===== src/rtl/fscs_pkg.sv =====
// Shared types and constants for the serial configuration supervisor.
`default_nettype none

package fscs_pkg;

    localparam int TIMER_BITS_DEF  = 16;
    localparam int COUNT_BITS_DEF  = 24;
    localparam int QUEUE_DEPTH_DEF = 4;

    localparam int CFG_TIMER_W = 16;
    localparam int OUT_COUNT_W = 24;
    localparam int BEAT_W      = 3;
    localparam int APB_ADDR_W  = 5;
    localparam int APB_DATA_W  = 32;

    localparam logic [CFG_TIMER_W-1:0] CHECK_INTERVAL_RST = 16'd10;
    localparam logic [CFG_TIMER_W-1:0] SETTLE_TIME_RST    = 16'd1;
    localparam logic [CFG_TIMER_W-1:0] RETRY_WAIT_RST     = 16'd300;

    typedef enum logic [1:0] {
        PH_WATCH  = 2'd0,
        PH_SEND   = 2'd1,
        PH_SETTLE = 2'd2,
        PH_RETRY  = 2'd3
    } t_phase;

    typedef enum logic [2:0] {
        EV_NONE       = 3'd0,
        EV_START      = 3'd1,
        EV_SUCCESS    = 3'd2,
        EV_FAILED     = 3'd3,
        EV_IGNORED    = 3'd4,
        EV_CONFIGURED = 3'd5
    } t_event;

    typedef enum logic [1:0] {
        CK_SINGLE = 2'd0,
        CK_START  = 2'd1,
        CK_BYTE   = 2'd2
    } t_cmd_kind;

    typedef enum logic [2:0] {
        REG_FORCE_A        = 3'd0,
        REG_FORCE_X        = 3'd1,
        REG_CHECK_INTERVAL = 3'd2,
        REG_SETTLE_TIME    = 3'd3,
        REG_RETRY_WAIT     = 3'd4
    } t_reg_idx;

    typedef struct packed {
        logic                   force_first_a;
        logic                   force_first_x;
        logic [CFG_TIMER_W-1:0] check_interval;
        logic [CFG_TIMER_W-1:0] settle_time;
        logic [CFG_TIMER_W-1:0] retry_wait;
    } t_cfg;

    typedef struct packed {
        t_cmd_kind              kind;
        t_event                 event_res;
        logic                   target;
        t_phase                 phase;
        logic [OUT_COUNT_W-1:0] bytes_sent;
        logic [7:0]             image_byte;
    } t_cmd;

endpackage

`default_nettype wire


===== src/rtl/fscs_queue.sv =====
// Short command queue between the front and back parts.
`default_nettype none

module fscs_queue
    import fscs_pkg::*;
#(
    parameter int DEPTH = QUEUE_DEPTH_DEF
) (
    input  wire  i_clk,
    input  wire  i_rst_n,
    input  wire  i_push,
    input  t_cmd i_data,
    output logic o_full,
    input  wire  i_pop,
    output t_cmd o_data,
    output logic o_empty
);

    localparam int AW = (DEPTH > 1) ? $clog2(DEPTH) : 1;
    localparam int CW = $clog2(DEPTH + 1);
    localparam logic [AW-1:0] LAST = AW'(DEPTH - 1);
    localparam logic [CW-1:0] FULL_CNT = CW'(DEPTH);

    t_cmd          r_mem [DEPTH];
    logic [AW-1:0] r_wptr, n_wptr;
    logic [AW-1:0] r_rptr, n_rptr;
    logic [CW-1:0] r_cnt, n_cnt;
    logic          do_push, do_pop;

    assign o_full  = (r_cnt == FULL_CNT);
    assign o_empty = (r_cnt == '0);
    assign o_data  = r_mem[r_rptr];
    assign do_push = i_push && !o_full;
    assign do_pop  = i_pop && !o_empty;

    always_comb begin
        n_wptr = r_wptr;
        n_rptr = r_rptr;
        n_cnt  = r_cnt;
        if (do_push) begin
            n_wptr = (r_wptr == LAST) ? '0 : r_wptr + 1'b1;
        end
        if (do_pop) begin
            n_rptr = (r_rptr == LAST) ? '0 : r_rptr + 1'b1;
        end
        if (do_push && !do_pop) begin
            n_cnt = r_cnt + 1'b1;
        end else if (do_pop && !do_push) begin
            n_cnt = r_cnt - 1'b1;
        end
    end

    always_ff @(posedge i_clk) begin
        if (!i_rst_n) begin
            r_wptr <= '0;
            r_rptr <= '0;
            r_cnt  <= '0;
        end else begin
            r_wptr <= n_wptr;
            r_rptr <= n_rptr;
            r_cnt  <= n_cnt;
        end
    end

    always_ff @(posedge i_clk) begin
        if (do_push) begin
            r_mem[r_wptr] <= i_data;
        end
    end

endmodule

`default_nettype wire


===== src/rtl/fscs_front.sv =====
// Front part: supervisor state machine that classifies each item into a command.
`default_nettype none

module fscs_front
    import fscs_pkg::*;
#(
    parameter int TIMER_BITS = TIMER_BITS_DEF,
    parameter int COUNT_BITS = COUNT_BITS_DEF
) (
    input  wire        i_clk,
    input  wire        i_rst_n,
    input  wire        i_fire,
    input  wire        i_kind,
    input  wire        i_done_a,
    input  wire        i_done_x,
    input  wire  [7:0] i_image_byte,
    input  wire        i_image_last,
    input  t_cfg       i_cfg,
    output t_cmd       o_cmd
);

    localparam logic [32:0] TMAX = (33'd1 << TIMER_BITS) - 33'd1;
    localparam logic [COUNT_BITS-1:0] CNT_MAX = '1;

    function automatic logic [TIMER_BITS-1:0] timer_load(input logic [CFG_TIMER_W-1:0] v);
        logic [32:0] wide;
        wide = 33'(v);
        if (v == '0) begin
            timer_load = TIMER_BITS'(1);
        end else if (wide > TMAX) begin
            timer_load = TMAX[TIMER_BITS-1:0];
        end else begin
            timer_load = TIMER_BITS'(v);
        end
    endfunction

    t_phase                r_phase, n_phase;
    logic                  r_target, n_target;
    logic                  r_first, n_first;
    logic [TIMER_BITS-1:0] r_tick, n_tick;
    logic [COUNT_BITS-1:0] r_bcnt, n_bcnt;

    logic [TIMER_BITS-1:0] tick_dec;
    logic                  tick_zero;
    logic                  check;
    logic                  force_a, force_x;
    logic                  quiet;
    logic                  start_tgt;
    logic                  done_ok;

    assign tick_dec  = (r_tick != '0) ? r_tick - 1'b1 : '0;
    assign tick_zero = (tick_dec == '0);
    assign check     = r_first || tick_zero;
    assign force_a   = r_first && i_cfg.force_first_a;
    assign force_x   = r_first && i_cfg.force_first_x;
    assign quiet     = !force_a && !force_x && i_done_a && i_done_x;
    assign start_tgt = force_a ? 1'b0 : (force_x || !i_done_x);
    assign done_ok   = r_target ? i_done_x : i_done_a;

    // next state
    always_comb begin
        n_phase  = r_phase;
        n_target = r_target;
        n_first  = r_first;
        n_tick   = r_tick;
        n_bcnt   = r_bcnt;
        if (i_fire) begin
            if (i_kind) begin
                if (r_phase == PH_SEND) begin
                    if (r_bcnt != CNT_MAX) begin
                        n_bcnt = r_bcnt + 1'b1;
                    end
                    if (i_image_last) begin
                        n_phase = PH_SETTLE;
                        n_tick  = timer_load(i_cfg.settle_time);
                    end
                end
            end else begin
                unique case (r_phase)
                    PH_WATCH: begin
                        if (check) begin
                            n_first = 1'b0;
                            if (quiet) begin
                                n_tick = timer_load(i_cfg.check_interval);
                            end else begin
                                n_target = start_tgt;
                                n_phase  = PH_SEND;
                                n_bcnt   = '0;
                                n_tick   = '0;
                            end
                        end else begin
                            n_tick = tick_dec;
                        end
                    end
                    PH_SETTLE: begin
                        if (tick_zero) begin
                            if (done_ok) begin
                                n_phase = PH_WATCH;
                                n_tick  = timer_load(i_cfg.check_interval);
                            end else begin
                                n_phase = PH_RETRY;
                                n_tick  = timer_load(i_cfg.retry_wait);
                            end
                        end else begin
                            n_tick = tick_dec;
                        end
                    end
                    PH_RETRY: begin
                        if (tick_zero) begin
                            n_phase = PH_WATCH;
                            n_tick  = timer_load(i_cfg.check_interval);
                        end else begin
                            n_tick = tick_dec;
                        end
                    end
                    PH_SEND: begin
                    end
                endcase
            end
        end
    end

    // command for the back part; it carries the state after this item
    always_comb begin
        o_cmd.kind       = CK_SINGLE;
        o_cmd.event_res  = EV_NONE;
        o_cmd.target     = n_target;
        o_cmd.phase      = n_phase;
        o_cmd.bytes_sent = OUT_COUNT_W'(n_bcnt);
        o_cmd.image_byte = i_image_byte;
        if (i_kind) begin
            if (r_phase == PH_SEND) begin
                o_cmd.kind = CK_BYTE;
            end else begin
                o_cmd.event_res = EV_IGNORED;
            end
        end else begin
            unique case (r_phase)
                PH_WATCH: begin
                    if (check) begin
                        if (quiet) begin
                            o_cmd.event_res = r_first ? EV_CONFIGURED : EV_NONE;
                        end else begin
                            o_cmd.kind = CK_START;
                        end
                    end
                end
                PH_SETTLE: begin
                    if (tick_zero) begin
                        o_cmd.event_res = done_ok ? EV_SUCCESS : EV_FAILED;
                    end
                end
                PH_RETRY, PH_SEND: begin
                end
            endcase
        end
    end

    always_ff @(posedge i_clk) begin
        if (!i_rst_n) begin
            r_phase  <= PH_WATCH;
            r_target <= 1'b0;
            r_first  <= 1'b1;
            r_tick   <= '0;
            r_bcnt   <= '0;
        end else begin
            r_phase  <= n_phase;
            r_target <= n_target;
            r_first  <= n_first;
            r_tick   <= n_tick;
            r_bcnt   <= n_bcnt;
        end
    end

endmodule

`default_nettype wire


===== src/rtl/fscs_back.sv =====
// Back part: expands queued commands into result beats, one bit per beat for bytes.
`default_nettype none

module fscs_back
    import fscs_pkg::*;
(
    input  wire         i_clk,
    input  wire         i_rst_n,
    input  wire         i_q_empty,
    input  t_cmd        i_q_cmd,
    output logic        o_q_pop,
    input  wire         i_pop,
    output logic        o_empty,
    output logic        o_data_pin,
    output logic        o_clock_strobe,
    output logic        o_prog_n_a,
    output logic        o_prog_n_x,
    output logic        o_target,
    output logic [1:0]  o_phase,
    output logic [2:0]  o_event_res,
    output logic [23:0] o_bytes_sent,
    output logic        o_last_of_run
);

    t_cmd              r_cmd;
    logic              r_valid;
    logic [BEAT_W-1:0] r_beat;
    logic              cmd_done;
    logic              load;
    logic              start_beat;

    always_comb begin
        unique case (r_cmd.kind)
            CK_BYTE:  cmd_done = (r_beat == BEAT_W'(7));
            CK_START: cmd_done = r_beat[0];
            default:  cmd_done = 1'b1;
        endcase
    end

    assign load       = !r_valid || (i_pop && cmd_done);
    assign o_q_pop    = load && !i_q_empty;
    assign start_beat = (r_cmd.kind == CK_START) && !r_beat[0];

    always_ff @(posedge i_clk) begin
        if (!i_rst_n) begin
            r_valid <= 1'b0;
            r_beat  <= '0;
        end else if (load) begin
            r_valid <= !i_q_empty;
            r_beat  <= '0;
        end else if (i_pop) begin
            r_beat <= r_beat + 1'b1;
        end
    end

    always_ff @(posedge i_clk) begin
        if (o_q_pop) begin
            r_cmd <= i_q_cmd;
        end
    end

    assign o_empty        = !r_valid;
    assign o_clock_strobe = (r_cmd.kind == CK_BYTE);
    // X takes MSB first, A takes LSB first
    assign o_data_pin     = o_clock_strobe &&
                            (r_cmd.target ? r_cmd.image_byte[BEAT_W'(7) - r_beat]
                                          : r_cmd.image_byte[r_beat]);
    assign o_prog_n_a     = !(start_beat && !r_cmd.target);
    assign o_prog_n_x     = !(start_beat && r_cmd.target);
    assign o_target       = r_cmd.target;
    assign o_phase        = r_cmd.phase;
    assign o_event_res    = start_beat ? EV_START
                          : (r_cmd.kind == CK_START) ? EV_NONE : r_cmd.event_res;
    assign o_bytes_sent   = r_cmd.bytes_sent;
    assign o_last_of_run  = cmd_done;

endmodule

`default_nettype wire


===== src/rtl/fpga_serial_config_supervisor.sv =====
// A result reaches the ports once its command has passed the queue and been loaded
// into the back part's command register. Throughput: one item per cycle into a
// command queue while it is not full; results leave at one beat per cycle while
// pop is held; an image byte gives 8 beats, a programming start 2, any other item 1.
// The queue depth sets how far the front runs ahead. Synchronous active-low reset
// returns the registers to their defaults, empties the queue and restarts watching.
`default_nettype none

module fpga_serial_config_supervisor
    import fscs_pkg::*;
#(
    parameter int TIMER_BITS  = TIMER_BITS_DEF,
    parameter int COUNT_BITS  = COUNT_BITS_DEF,
    parameter int QUEUE_DEPTH = QUEUE_DEPTH_DEF
) (
    input  wire                   i_clk,
    input  wire                   i_rst_n,
    input  wire                   psel,
    input  wire                   penable,
    input  wire                   pwrite,
    input  wire  [APB_ADDR_W-1:0] paddr,
    input  wire  [APB_DATA_W-1:0] pwdata,
    output logic [APB_DATA_W-1:0] prdata,
    output logic                  pready,
    input  wire                   push,
    output logic                  full,
    input  wire                   i_kind,
    input  wire                   i_done_a,
    input  wire                   i_done_x,
    input  wire  [7:0]            i_image_byte,
    input  wire                   i_image_last,
    output logic                  empty,
    input  wire                   pop,
    output logic                  o_data_pin,
    output logic                  o_clock_strobe,
    output logic                  o_prog_n_a,
    output logic                  o_prog_n_x,
    output logic                  o_target,
    output logic [1:0]            o_phase,
    output logic [2:0]            o_event_res,
    output logic [23:0]           o_bytes_sent,
    output logic                  o_last_of_run
);

    t_cfg     r_cfg;
    t_reg_idx reg_idx;
    logic     cfg_wr;
    logic     fire;
    t_cmd     front_cmd;
    t_cmd     q_cmd;
    logic     q_empty;
    logic     q_pop;

    assign pready  = 1'b1;
    assign cfg_wr  = psel && penable && pwrite && pready;
    assign reg_idx = t_reg_idx'(paddr[APB_ADDR_W-1:2]);

    always_ff @(posedge i_clk) begin
        if (!i_rst_n) begin
            r_cfg.force_first_a  <= 1'b0;
            r_cfg.force_first_x  <= 1'b0;
            r_cfg.check_interval <= CHECK_INTERVAL_RST;
            r_cfg.settle_time    <= SETTLE_TIME_RST;
            r_cfg.retry_wait     <= RETRY_WAIT_RST;
        end else if (cfg_wr) begin
            unique case (reg_idx)
                REG_FORCE_A:        r_cfg.force_first_a  <= pwdata[0];
                REG_FORCE_X:        r_cfg.force_first_x  <= pwdata[0];
                REG_CHECK_INTERVAL: r_cfg.check_interval <= pwdata[CFG_TIMER_W-1:0];
                REG_SETTLE_TIME:    r_cfg.settle_time    <= pwdata[CFG_TIMER_W-1:0];
                REG_RETRY_WAIT:     r_cfg.retry_wait     <= pwdata[CFG_TIMER_W-1:0];
                default: begin
                end
            endcase
        end
    end

    always_comb begin
        unique case (reg_idx)
            REG_FORCE_A:        prdata = APB_DATA_W'(r_cfg.force_first_a);
            REG_FORCE_X:        prdata = APB_DATA_W'(r_cfg.force_first_x);
            REG_CHECK_INTERVAL: prdata = APB_DATA_W'(r_cfg.check_interval);
            REG_SETTLE_TIME:    prdata = APB_DATA_W'(r_cfg.settle_time);
            REG_RETRY_WAIT:     prdata = APB_DATA_W'(r_cfg.retry_wait);
            default:            prdata = '0;
        endcase
    end

    assign fire = push && !full;

    fscs_front #(
        .TIMER_BITS (TIMER_BITS),
        .COUNT_BITS (COUNT_BITS)
    ) u_front (
        .i_clk        (i_clk),
        .i_rst_n      (i_rst_n),
        .i_fire       (fire),
        .i_kind       (i_kind),
        .i_done_a     (i_done_a),
        .i_done_x     (i_done_x),
        .i_image_byte (i_image_byte),
        .i_image_last (i_image_last),
        .i_cfg        (r_cfg),
        .o_cmd        (front_cmd)
    );

    fscs_queue #(
        .DEPTH (QUEUE_DEPTH)
    ) u_queue (
        .i_clk   (i_clk),
        .i_rst_n (i_rst_n),
        .i_push  (fire),
        .i_data  (front_cmd),
        .o_full  (full),
        .i_pop   (q_pop),
        .o_data  (q_cmd),
        .o_empty (q_empty)
    );

    fscs_back u_back (
        .i_clk          (i_clk),
        .i_rst_n        (i_rst_n),
        .i_q_empty      (q_empty),
        .i_q_cmd        (q_cmd),
        .o_q_pop        (q_pop),
        .i_pop          (pop),
        .o_empty        (empty),
        .o_data_pin     (o_data_pin),
        .o_clock_strobe (o_clock_strobe),
        .o_prog_n_a     (o_prog_n_a),
        .o_prog_n_x     (o_prog_n_x),
        .o_target       (o_target),
        .o_phase        (o_phase),
        .o_event_res    (o_event_res),
        .o_bytes_sent   (o_bytes_sent),
        .o_last_of_run  (o_last_of_run)
    );

    // never pulse both nConfig lines at once
    a_one_nconfig: assert property (@(posedge i_clk) disable iff (!i_rst_n)
        !empty |-> (o_prog_n_a || o_prog_n_x))
        else $error("both nConfig lines asserted");

    a_strobe_no_event: assert property (@(posedge i_clk) disable iff (!i_rst_n)
        (!empty && o_clock_strobe) |-> (o_event_res == EV_NONE))
        else $error("event reported on a strobed bit beat");

    // bit beats of one byte follow each other without a gap
    a_byte_continues: assert property (@(posedge i_clk) disable iff (!i_rst_n)
        (pop && !empty && o_clock_strobe && !o_last_of_run) |=>
            (!empty && o_clock_strobe))
        else $error("byte expansion broke off early");

    // the start beat is followed by the release beat
    a_start_release: assert property (@(posedge i_clk) disable iff (!i_rst_n)
        (pop && !empty && (o_event_res == EV_START)) |=>
            (!empty && o_prog_n_a && o_prog_n_x && o_last_of_run &&
             (o_event_res == EV_NONE)))
        else $error("start beat not followed by release beat");

endmodule

`default_nettype wire


===== config.mk =====
export PLATFORM = sky130hd
export DESIGN_NAME = fpga_serial_config_supervisor
export DESIGN_NICKNAME = d
export VERILOG_FILES = /design/src/rtl/fscs_pkg.sv /design/src/rtl/fscs_queue.sv /design/src/rtl/fscs_front.sv /design/src/rtl/fscs_back.sv /design/src/rtl/fpga_serial_config_supervisor.sv
export SDC_FILE = /design/constraint.sdc
export NUM_CORES = 1
export LEC_CHECK = 0
export BUFFER_PORTS_ARGS = -buffer_cell sky130_fd_sc_hd__buf_2
export CELL_PAD_IN_SITES_DETAIL_PLACEMENT = 1
export CELL_PAD_IN_SITES_GLOBAL_PLACEMENT = 2
export CORE_MARGIN = 5
export CORE_UTILIZATION = 44
export DETAILED_ROUTE_END_ITERATION = 7
export PLACE_DENSITY_LB_ADDON = 0.1
export SYNTH_ARGS = -nofsm -noshare
export SYNTH_HDL_FRONTEND = slang
export SYNTH_HIERARCHICAL = 1
export SYNTH_SLANG_ARGS = --single-unit

===== constraint.sdc =====
create_clock -name i_clk -period 9.35 [get_ports i_clk]
set_clock_uncertainty 0.15 [all_clocks]
set_input_delay 1.87 -clock i_clk [delete_from_list [all_inputs] [get_ports i_clk]]
set_output_delay 1.87 -clock i_clk [all_outputs]
set_load 0.02 [all_outputs]

Word-level counts from Yosys, hierarchy flattened

Memory sizes are Yosys's and may differ from the RTL's. A register that Yosys moved wholly into a read port is not among the register bits.
Cells that the tools add are included.

Bitwise operators: 2
Add/sub/neg operators: 8
Reductions and logical operators: 51
Multiplexer cells: 63
$lt $le $gt $ge: 2
Eq/ne operators: 16

Operators by type and width:

| cell                    | count |
|---|---|
| $mux W16                | 12 |
| $mux W24                | 7 |
| $pmux W16 S5            | 1 |
| $logic_not A16 Y1       | 4 |
| $pmux W16 S3            | 1 |
| $mux W2                 | 13 |
| $add A24 B1 Y24 const B | 1 |
| $mux W3                 | 8 |
| $ne A24 B24 Y1 const B  | 1 |
| $logic_and A1 B1 Y1     | 18 |
| $reduce_bool A16 Y1     | 1 |
| $sub A16 B1 Y16 const B | 1 |
| $mux W1                 | 14 |
| $logic_not A1 Y1        | 12 |
| $eq A2 B2 Y1 const B    | 5 |
| $mux W5                 | 2 |
| $reduce_and A2 Y1       | 5 |
| $eq A3 B3 Y1 const B    | 3 |
| $lt A3 B4 Y1 const B    | 2 |
| $reduce_and A4 Y1       | 2 |
| $add A3 B1 Y3 const B   | 2 |
| $bmux W1 S3             | 2 |
| $eq A3 B2 Y1 const B    | 2 |
| $logic_not A3 Y1        | 2 |
| 15 further kinds        | 21 |

Output and inout port bits: 70
Word-level logic and storage cells: 158
Bits of input ports: 56
Memories: 1
Register bits after elaboration: 105
RAM bits: 160

Memory list:

| name          | words | bits a word | rd ports | clocked after Yosys merged registers in | wr ports | RTL line         | source |
|---|---|---|---|---|---|---|---|
| u_queue.r_mem | 4     | 40          | 1        | 1                                       | 1        | fscs_queue.sv:24 | `t_cmd r_mem [DEPTH];` |

Logic depth before layout (Yosys ltp)

Gate-level depths: netlist of the first run.

Word-level depth: 10
Mapped depth: 12

Modules after synthesis

Netlist of the first run, hierarchy kept.

By module, submodules not included:

| module                        | times used | cells an instance | area an instance (µm²) |
|---|---|---|---|
| fscs_queue                    | 1          | 260               | 6297.3 |
| fscs_front                    | 1          | 530               | 3803.6 |
| fpga_serial_config_supervisor | 1          | 255               | 2423.6 |
| fscs_back                     | 1          | 112               | 1809.2 |

Worst setup path before layout of the first run

No wires, ideal clock.

Path type: input to register
Start: in pop
End: reg u_queue.r_cnt[2]
Arrival time: 5.166 ns
Path slack: 3.958 ns
Buffers on the path: 0
Stages on the path: 9
Cell sequence: a21oi_1 -> nor2_1 -> o31ai_1 -> ha_1 -> inv_1 -> fa_1 -> xor2_1 -> or3_1 -> a21boi_0

Longest elaborated chain between the ends: 7
Elaborated cells between the ends (all ways): 9
Classes of those cells: mux: 1; reduce/logical: 8

RTL lines:

| element                                              | RTL line                            | source |
|---|---|---|
| start: declaration                                   | fpga_serial_config_supervisor.sv:33 | `input wire pop,` |
| $logic_and A1 B1 Y1 (*)                              | fscs_back.sv:40                     | `assign load = !r_valid \|\| (i_pop && cmd_done);` |
| $logic_or A1 B1 Y1 (*)                               | fscs_back.sv:40                     |  |
| $logic_and A1 B1 Y1 (*)                              | fscs_back.sv:41                     | `assign o_q_pop = load && !i_q_empty;` |
| net q_pop                                            | fpga_serial_config_supervisor.sv:52 | `logic q_pop;` |
| $logic_and A1 B1 Y1 (*)                              | fscs_queue.sv:34                    | `assign do_pop = i_pop && !o_empty;` |
| $logic_not A1 Y1                                     | fscs_queue.sv:46                    | `if (do_push && !do_pop) begin` |
| $logic_and A1 B1 Y1                                  | fscs_queue.sv:46                    |  |
| $mux W3 / $reduce_bool A2 Y1 (equally long branches) | -                                   |  |
| end signal: assignment                               | fscs_queue.sv:61                    | `r_cnt <= n_cnt;` |
| end: declaration                                     | fscs_queue.sv:27                    | `logic [CW-1:0] r_cnt, n_cnt;` |

The timed path passes the listed nets; every way through them passes the cells marked *.
A chain may end at the register's enable or synchronous reset.

Worst setup path in the final report of the first run

Start: in paddr[3]
End: out prdata[5]

Longest elaborated chain between the ends: 2
Elaborated cells between the ends (all ways): 6
Classes of those cells: eq/ne: 4; mux: 1; reduce/logical: 1

RTL lines:

| element                                    | RTL line                            | source |
|---|---|---|
| start: declaration                         | fpga_serial_config_supervisor.sv:21 | `input wire [APB_ADDR_W-1:0] paddr,` |
| $eq A3 B3 Y1, or another cell as far along | fpga_serial_config_supervisor.sv:79 | `unique case (reg_idx)` |
| $pmux W16 S5 (*)                           | fpga_serial_config_supervisor.sv:79 |  |
| end: declaration                           | fpga_serial_config_supervisor.sv:23 | `output logic [APB_DATA_W-1:0] prdata,` |

Mark *: on every way between the ends. The rest lies on a longest branch, timed or not.

==> results of run 1 <==
## tightest hold or removal path: stages, from the launching register on
cell	delay (ns)
dfxtp_1	0.33
nand2_1	0.06
mux2i_1	0.05
## per-stage QoR
step,std cells,hold slack (ns),setup WS [ns]
6_report,1664,0.348,3.87
5_1_grt,1664,0.381,3.75
4_1_cts,1664,0.352,3.87
3_5_place_dp,1600,0.346,3.88
3_3_place_gp,1600,0.337,3.87
2_1_floorplan,1172,0.301,3.96
## final cells by class
type                    count  area share
flip-flops and latches    307       0.508
inverters                  30     0.00702
clock buffers              44      0.0599
repair buffers            102      0.0338
clock inverters            20      0.0221
multi-input cells         719       0.335
well taps                 442      0.0345
## state kept, by name, indices dropped and copies added, names as in the netlist, 3 cells and up, named ones only
signal,flops
u_queue/r_mem,160
r_cfg,50
u_back/o_bytes_sent,24
u_front/r_bcnt,24
u_front/r_tick,16
u_back/r_cmd,13
u_back/r_beat,3
u_queue/r_cnt,3
## worst max path at each step
stage / from / end / slack (ns) / cells past startpoint
2_1_floorplan: pop / u_queue/r_cnt[2]$_SDFFE_PN0P_ / 3.96 / 9
3_3_place_gp: paddr[3] / prdata[5] / 3.87 / 5
3_5_place_dp: paddr[3] / prdata[5] / 3.88 / 5
4_1_cts: paddr[3] / prdata[5] / 3.87 / 5
5_1_grt: paddr[3] / prdata[5] / 3.75 / 5
6_report: paddr[3] / prdata[5] / 3.87 / 5
## logic make-up (layout without fill, tap and decap cells)
kind of cell,Yosys count,count (layout),share of synthesized area
multiplexers,127,127,0.127
flip-flops,307,307,0.568
AO/OA/AOI/OAI,205,205,0.0994
buffers and inverters,146,196,0.0618
other,2,17,0.000524
adder cells (fa/ha/maj),14,14,0.0127
AND/OR/NAND/NOR,344,344,0.123
XOR/XNOR,12,12,0.00733
## where the power goes
group	internal (mW)	switching, mW	total [mW]	leakage [nW]
Clock	0.985	0.555	1.54	0.634
Combinational	0.368	0.587	0.955	2.44
Sequential	1.72	0.101	1.82	2.67
Total	3.07	1.24	4.32	5.74
## routing by layer
| layer | track usage | routed length [um] | share of wire |
|---|---|---|---|
| met2 | 0.341 | 17700 | 0.49 |
| met5 | 0 | 0 | 0 |
| met1 | 0.280 | 16900 | 0.47 |
| met4 | 0.0459 | 586 | 0.016 |
| met3 | 0.0231 | 1090 | 0.030 |
## placed cells by master, fill, tap and decap left out, drive strengths merged, types with 17 or more instances in the layout
| cell type | instances |
|---|---|
| a21oi | 38 |
| and2 | 17 |
| and3 | 18 |
| buf | 102 |
| clkbuf | 44 |
| conb | 17 |
| dfxtp | 107 |
| edfxtp | 200 |
| inv | 32 |
| mux2i | 71 |
| mux4 | 42 |
| nand2 | 119 |
| nand3 | 38 |
| nor2 | 44 |
| nor3 | 24 |
| o21ai | 56 |
==> results.json, run 1 <==
{
  "dpl_cell_area_um2": 14700,
  "r2r-end": "u_queue/r_mem[1][26]$_DFFE_PP_",
  "clock-sinks": 307,
  "yosys-top-cells-count": "edfxtp_1, nand2_1, dfxtp_1",
  "cts_root_buf": "clkbuf_16",
  "irDropWorstVdd_uv": 132,
  "cpMostUsedCell": "buf_2",
  "path_max_fanout": 15,
  "fmax_mhz": 182,
  "critPathBufInv": 2,
  "hold_end": "r_cfg[12]$_SDFFE_PN0P_",
  "die_y_um": 190,
  "postCtsSetupBuffers": 0,
  "outcome": "complete, no violations",
  "wirelength_mm": 36.3,
  "slowest_stage": "nor2_2",
  "htreeDepth": 2,
  "synthCells": 1157,
  "fin_area_um2": 16000,
  "core_um2": 32400,
  "fin_tns_setup_ns": 0,
  "dp_hpwl_mm": 24.2,
  "grt_util_all_layers": 0.201,
  "netlist_area_um2": 14300,
  "boundaryPins": 126,
  "gp_congestion": 0.829,
  "dieArea_um2": 36300,
  "crit_type": "in -> out",
  "yosys.cell_count.top_type": "edfxtp_1",
  "yosys_most_used_dff": "edfxtp_1",
  "min_from": "r_cfg[12]$_SDFFE_PN0P_",
  "tritoncts": "yes",
  "cp.required_ns": 7.33,
  "max_stage_delay_ns": 0.68,
  "multi_input_area_um2": 5370,
  "grt_pass1_vias": 9967,
  "total_power_mw": 4.32,
  "drive_above_1_share": 0.199,
  "vias_per_cell": 5.64,
  "synthArstFlopShare": 0,
  "cts_buffers": 35,
  "initial_utilization": 0.443,
  "worstPathCellList": "buf_2 > nand2b_1 > nor2_2 > o2bb2ai_1 > buf_2",
  "finalSetupViolCount": 0,
  "arrival_ns": 3.46,
  "slew_violations": 0,
  "hold_depth": 2,
  "fill_cells": 3400,
  "syn2layout_area_growth_pct": 12.0,
  "slew_headroom": 0.252,
  "cts_resized": 0,
  "n_antenna_cell": 0,
  "ctsHoldBuffers": 0,
  "clk_pin_slew_ns": 0.05,
  "finalHoldViolations": 0,
  "grt_max_degree": 60,
  "ys_top_cells_by_area": "edfxtp_1, dfxtp_1, mux4_2",
  "cp-end-kind": "output pin",
  "regArea_um2": 8150,
  "rr_worst_depth": 11,
  "rows": 66,
  "timing.rr.start": "u_front/r_tick[0]$_SDFFE_PN0P_",
  "yosys_warnings": 6,
  "finish.utilization": 0.496,
  "synth_edf_count": 200,
  "p_leak_nw": 5.74,
  "clk_latency_ns": 0.52,
  "r2r_slack_ns": 5.16,
  "min_path_type": "reg -> reg",
  "wl_per_cell_um": 21.8,
  "io_buffers": 90,
  "drv_cap": 0,
  "crit_family": "simple AND/OR/NAND/NOR gates",
  "ant_nets": 0,
  "synth_cell_types": 84,
  "p_per_area_nw_per_um2": 269,
  "drt_first_pass_iters": 6,
  "first_iter_violations": 519,
  "grt-ovfl-total": 0,
  "die_x_um": 190,
  "final_nets": 1265,
  "rsz0062_at_grt": "false",
  "route.detailed.drc": 0,
  "synth_top_area_frac": 0.419,
  "yosysSeqAreaShare": 0.568,
  "cts.path.max_buffers": 3,
  "syn_area_per_cell_um2": 12.4,
  "finalCriticalPeriod_ns": 5.48,
  "synth_top_area_cell": "edfxtp_1",
  "tightestPinTransition_ns": 1.12,
  "grt_first_pass_wirelength_mm": 58.0,
  "synth_seq_cells": 307,
  "vias": 9380,
  "fin_crit_sh": 0.587,
  "critPathLaunchType": "primary input",
  "grt_antenna_before_repair": 0
}
Note: power is estimated with default switching activity, not from simulation.
==> run 2: changes to the inputs <==
--- a/config.mk
+++ b/config.mk
@@ -5,11 +5,12 @@
 export SDC_FILE = /design/constraint.sdc
 export NUM_CORES = 1
 export LEC_CHECK = 0
+export ABC_AREA = 1
 export BUFFER_PORTS_ARGS = -buffer_cell sky130_fd_sc_hd__buf_2
 export CELL_PAD_IN_SITES_DETAIL_PLACEMENT = 1
 export CELL_PAD_IN_SITES_GLOBAL_PLACEMENT = 2
 export CORE_MARGIN = 5
-export CORE_UTILIZATION = 44
+export CORE_UTILIZATION = 33
 export DETAILED_ROUTE_END_ITERATION = 7
 export PLACE_DENSITY_LB_ADDON = 0.1
 export SYNTH_ARGS = -nofsm -noshare
==> constraint.sdc (replaced) <==
create_clock -name i_clk -period 4.5 [get_ports i_clk]
set_clock_uncertainty 0.15 [all_clocks]
set_input_delay 0.9 -clock i_clk [delete_from_list [all_inputs] [get_ports i_clk]]
set_output_delay 0.9 -clock i_clk [all_outputs]
set_load 0.02 [all_outputs]
==> run 2 against run 1 <==
Clock power grew 96%. Die area rose by 40%. Sequential power up 110%. Critical path depth increased by 2. Highest routed layer unchanged.
==> results.json, run 2 <==
{
  "ctsHoldBuffers": 0,
  "boundaryPins": 126,
  "gp_congestion": 0.822,
  "vias_per_cell": 4.89,
  "cp-end-kind": "output pin",
  "syn2layout_area_growth_pct": 11.7,
  "dpl_cell_area_um2": 15900,
  "clock-sinks": 307,
  "yosys_most_used_dff": "edfxtp_1",
  "netlist_area_um2": 15300,
  "yosys_warnings": 6,
  "slew_violations": 0,
  "final_common_cell": "nand2_1",
  "htreeDepth": 2,
  "switchingPower_mw": 3.53,
  "dieArea_um2": 50900,
  "cts_resized": 0,
  "cts_root_buf": "clkbuf_16",
  "finalSetupViolCount": 0,
  "tightestPinTransition_ns": 0.926,
  "top_register": "u_queue/r_mem",
  "critPathBufInv": 4,
  "die_x_um": 226,
  "initial_utilization": 0.331,
  "tritoncts": "yes",
  "grt_first_pass_wirelength_mm": 72.0,
  "ant_nets": 0,
  "fin_area_um2": 17100,
  "clock_power_share": 0.307,
  "grt_util_all_layers": 0.180,
  "synth_top_area_cell": "edfxtp_1",
  "cp.required_ns": 3.45,
  "drv_cap": 0,
  "max_stage_delay_ns": 0.51,
  "critPathLaunchType": "primary input",
  "core_um2": 46300,
  "grt-ovfl-total": 0,
  "cts.path.max_buffers": 3,
  "postCtsSetupBuffers": 0,
  "clk_pin_slew_ns": 0.06,
  "wl_per_cell_um": 18.5,
  "p_leak_nw": 7.30,
  "grt_pass1_vias": 12416,
  "vias": 12185,
  "arrival_ns": 2.32,
  "syn_area_per_cell_um2": 8.42,
  "outcome": "complete, no violations",
  "yosys-top-cells-count": "nand2_1, nor2_1, edfxtp_1",
  "fmax_mhz": 296,
  "fin_crit_sh": 0.750,
  "slowest_stage": "inv_1",
  "crit_type": "in -> out",
  "switching_share": 0.359,
  "min_from": "r_cfg[5]$_SDFFE_PN1P_",
  "finalHoldViolations": 0,
  "first_iter_violations": 505,
  "layout_common_cells": "nand2_1, nor2_1, edfxtp_1",
  "synthCells": 1820,
  "p_comb_frac": 0.297,
  "cts_buffers": 37,
  "synth_cell_types": 44,
  "fill_cells": 5528,
  "startpoint": "paddr[4]",
  "die_y_um": 226,
  "drive_above_1_share": 0.116,
  "grt_max_degree": 81,
  "grt_antenna_before_repair": 1,
  "regArea_um2": 8150,
  "worstPathCellList": "buf_2 > inv_2 > nand3_1 > inv_1 > nand2_1 > nand3_1 > buf_2",
  "min_path_type": "reg -> reg",
  "synth_edf_count": 200,
  "irDropWorstVdd_uv": 343,
  "finalCriticalPeriod_ns": 3.37,
  "route.detailed.drc": 0,
  "clk_latency_ns": 0.56,
  "total_power_mw": 9.81,
  "synth_top_area_frac": 0.392,
  "crit_family": "buffers and inverters",
  "final_nets": 1928,
  "n_antenna_cell": 0,
  "drt_first_pass_iters": 4,
  "seqPwrFrac": 0.396,
  "fin_tns_setup_ns": 0,
  "wirelength_mm": 46.2,
  "synth_seq_cells": 307,
  "slew_headroom": 0.382,
  "multi_input_area_um2": 5640,
  "io_buffers": 90,
  "p_int_mw": 6.29,
  "yosysSeqAreaShare": 0.532,
  "timing.rr.start": "u_front/r_tick[0]$_SDFFE_PN0P_",
  "dp_hpwl_mm": 31.6,
  "reg.largest.list": "u_queue/r_mem x160, r_cfg x50",
  "p_per_area_nw_per_um2": 573,
  "ys_top_cells_by_area": "edfxtp_1, dfxtp_1, nand2_1",
  "synthArstFlopShare": 0,
  "rsz0062_at_grt": "false",
  "yosys.cell_count.top_type": "nand2_1",
  "largest_reg_flops": 160,
  "rows": 79,
  "path_max_fanout": 15
}
## run 2: cell types whose count changed after synthesis, moves of 17 or more
cell / before / now
nand2_1: 119 / 405
nor2_1: 41 / 290
inv_1: 29 / 180
nand3_1: 37 / 164
mux2i_1: 71 / 0
mux4_2: 42 / 0
o22ai_1: 3 / 42
o21ai_1: 1 / 38
o21ai_0: 54 / 82
a21oi_1: 37 / 54
and2_1: 17 / 0
and3_1: 18 / 1
## run 2: cell families (layout without fill, tap and decap cells)
kind of cell	after synthesis	count (layout)	share of synthesized area
compound gates	237	237	0.0843
other cells	2	17	0.000490
simple gates	942	942	0.264
buf+inv	317	368	0.107
xor+xnor	1	1	0.000572
fa+ha+maj	14	14	0.0119
flops	307	307	0.532
## run 2: power groups by stage
stage	Sequential, mW	Clock [mW]	Combinational (mW)
after global routing	3.94	3.25	3.28
final	3.88	3.02	2.91
after floorplan	3.84	0	2.42
after global placement	3.95	0	2.92
after detailed placement	3.96	0	2.99
after CTS	3.90	3.13	2.99
## run 2: cell type report
type	instances	area share
Timing Repair Buffer	114	0.0368
Clock buffer	51	0.0590
Inverter	187	0.0417
Tap cell	607	0.0444
Sequential cell	307	0.476
Clock inverter	16	0.0124
Multi-Input combinational cell	1211	0.330
## run 2: stage by stage
step / cells / util / hold slack [ns] / worst slack, ns
after floorplan: 1835 / - / 0.321 / 0.111
after global placement: 2426 / 0.344 / 0.341 / 1.12
after detailed placement: 2426 / 0.344 / 0.347 / 1.13
after CTS: 2493 / 0.370 / 0.357 / 1.13
after global routing: 2493 / 0.370 / 0.397 / 0.816
final: 2493 / 0.370 / 0.352 / 1.13
## run 2: final timing paths
check / to / slack (ns) / depth (start not counted)
worst max-delay path: prdata[14] / 1.13 / 7
worst min-delay path: r_cfg[5]$_SDFFE_PN1P_ / 0.35 / 2
worst max register to register: u_queue/r_mem[2][9]$_DFFE_PP_ / 1.18 / 16
worst min register to register: r_cfg[5]$_SDFFE_PN1P_ / 0.35 / 2
## run 2: worst min-delay path: stages, from the launching register on
cell	delay (ns)
dfxtp_1	0.33
nand2_1	0.07
nand3_1	0.05
## run 2: routing by layer
layer | routed length, um | global-route usage | vias up
met5 | 0 | 0 | -
met4 | 905 | 0.0439 | 0
met3 | 1380 | 0.0242 | 51
met2 | 23500 | 0.324 | 150
met1 | 20400 | 0.230 | 5969
li1 | - | - | 6015
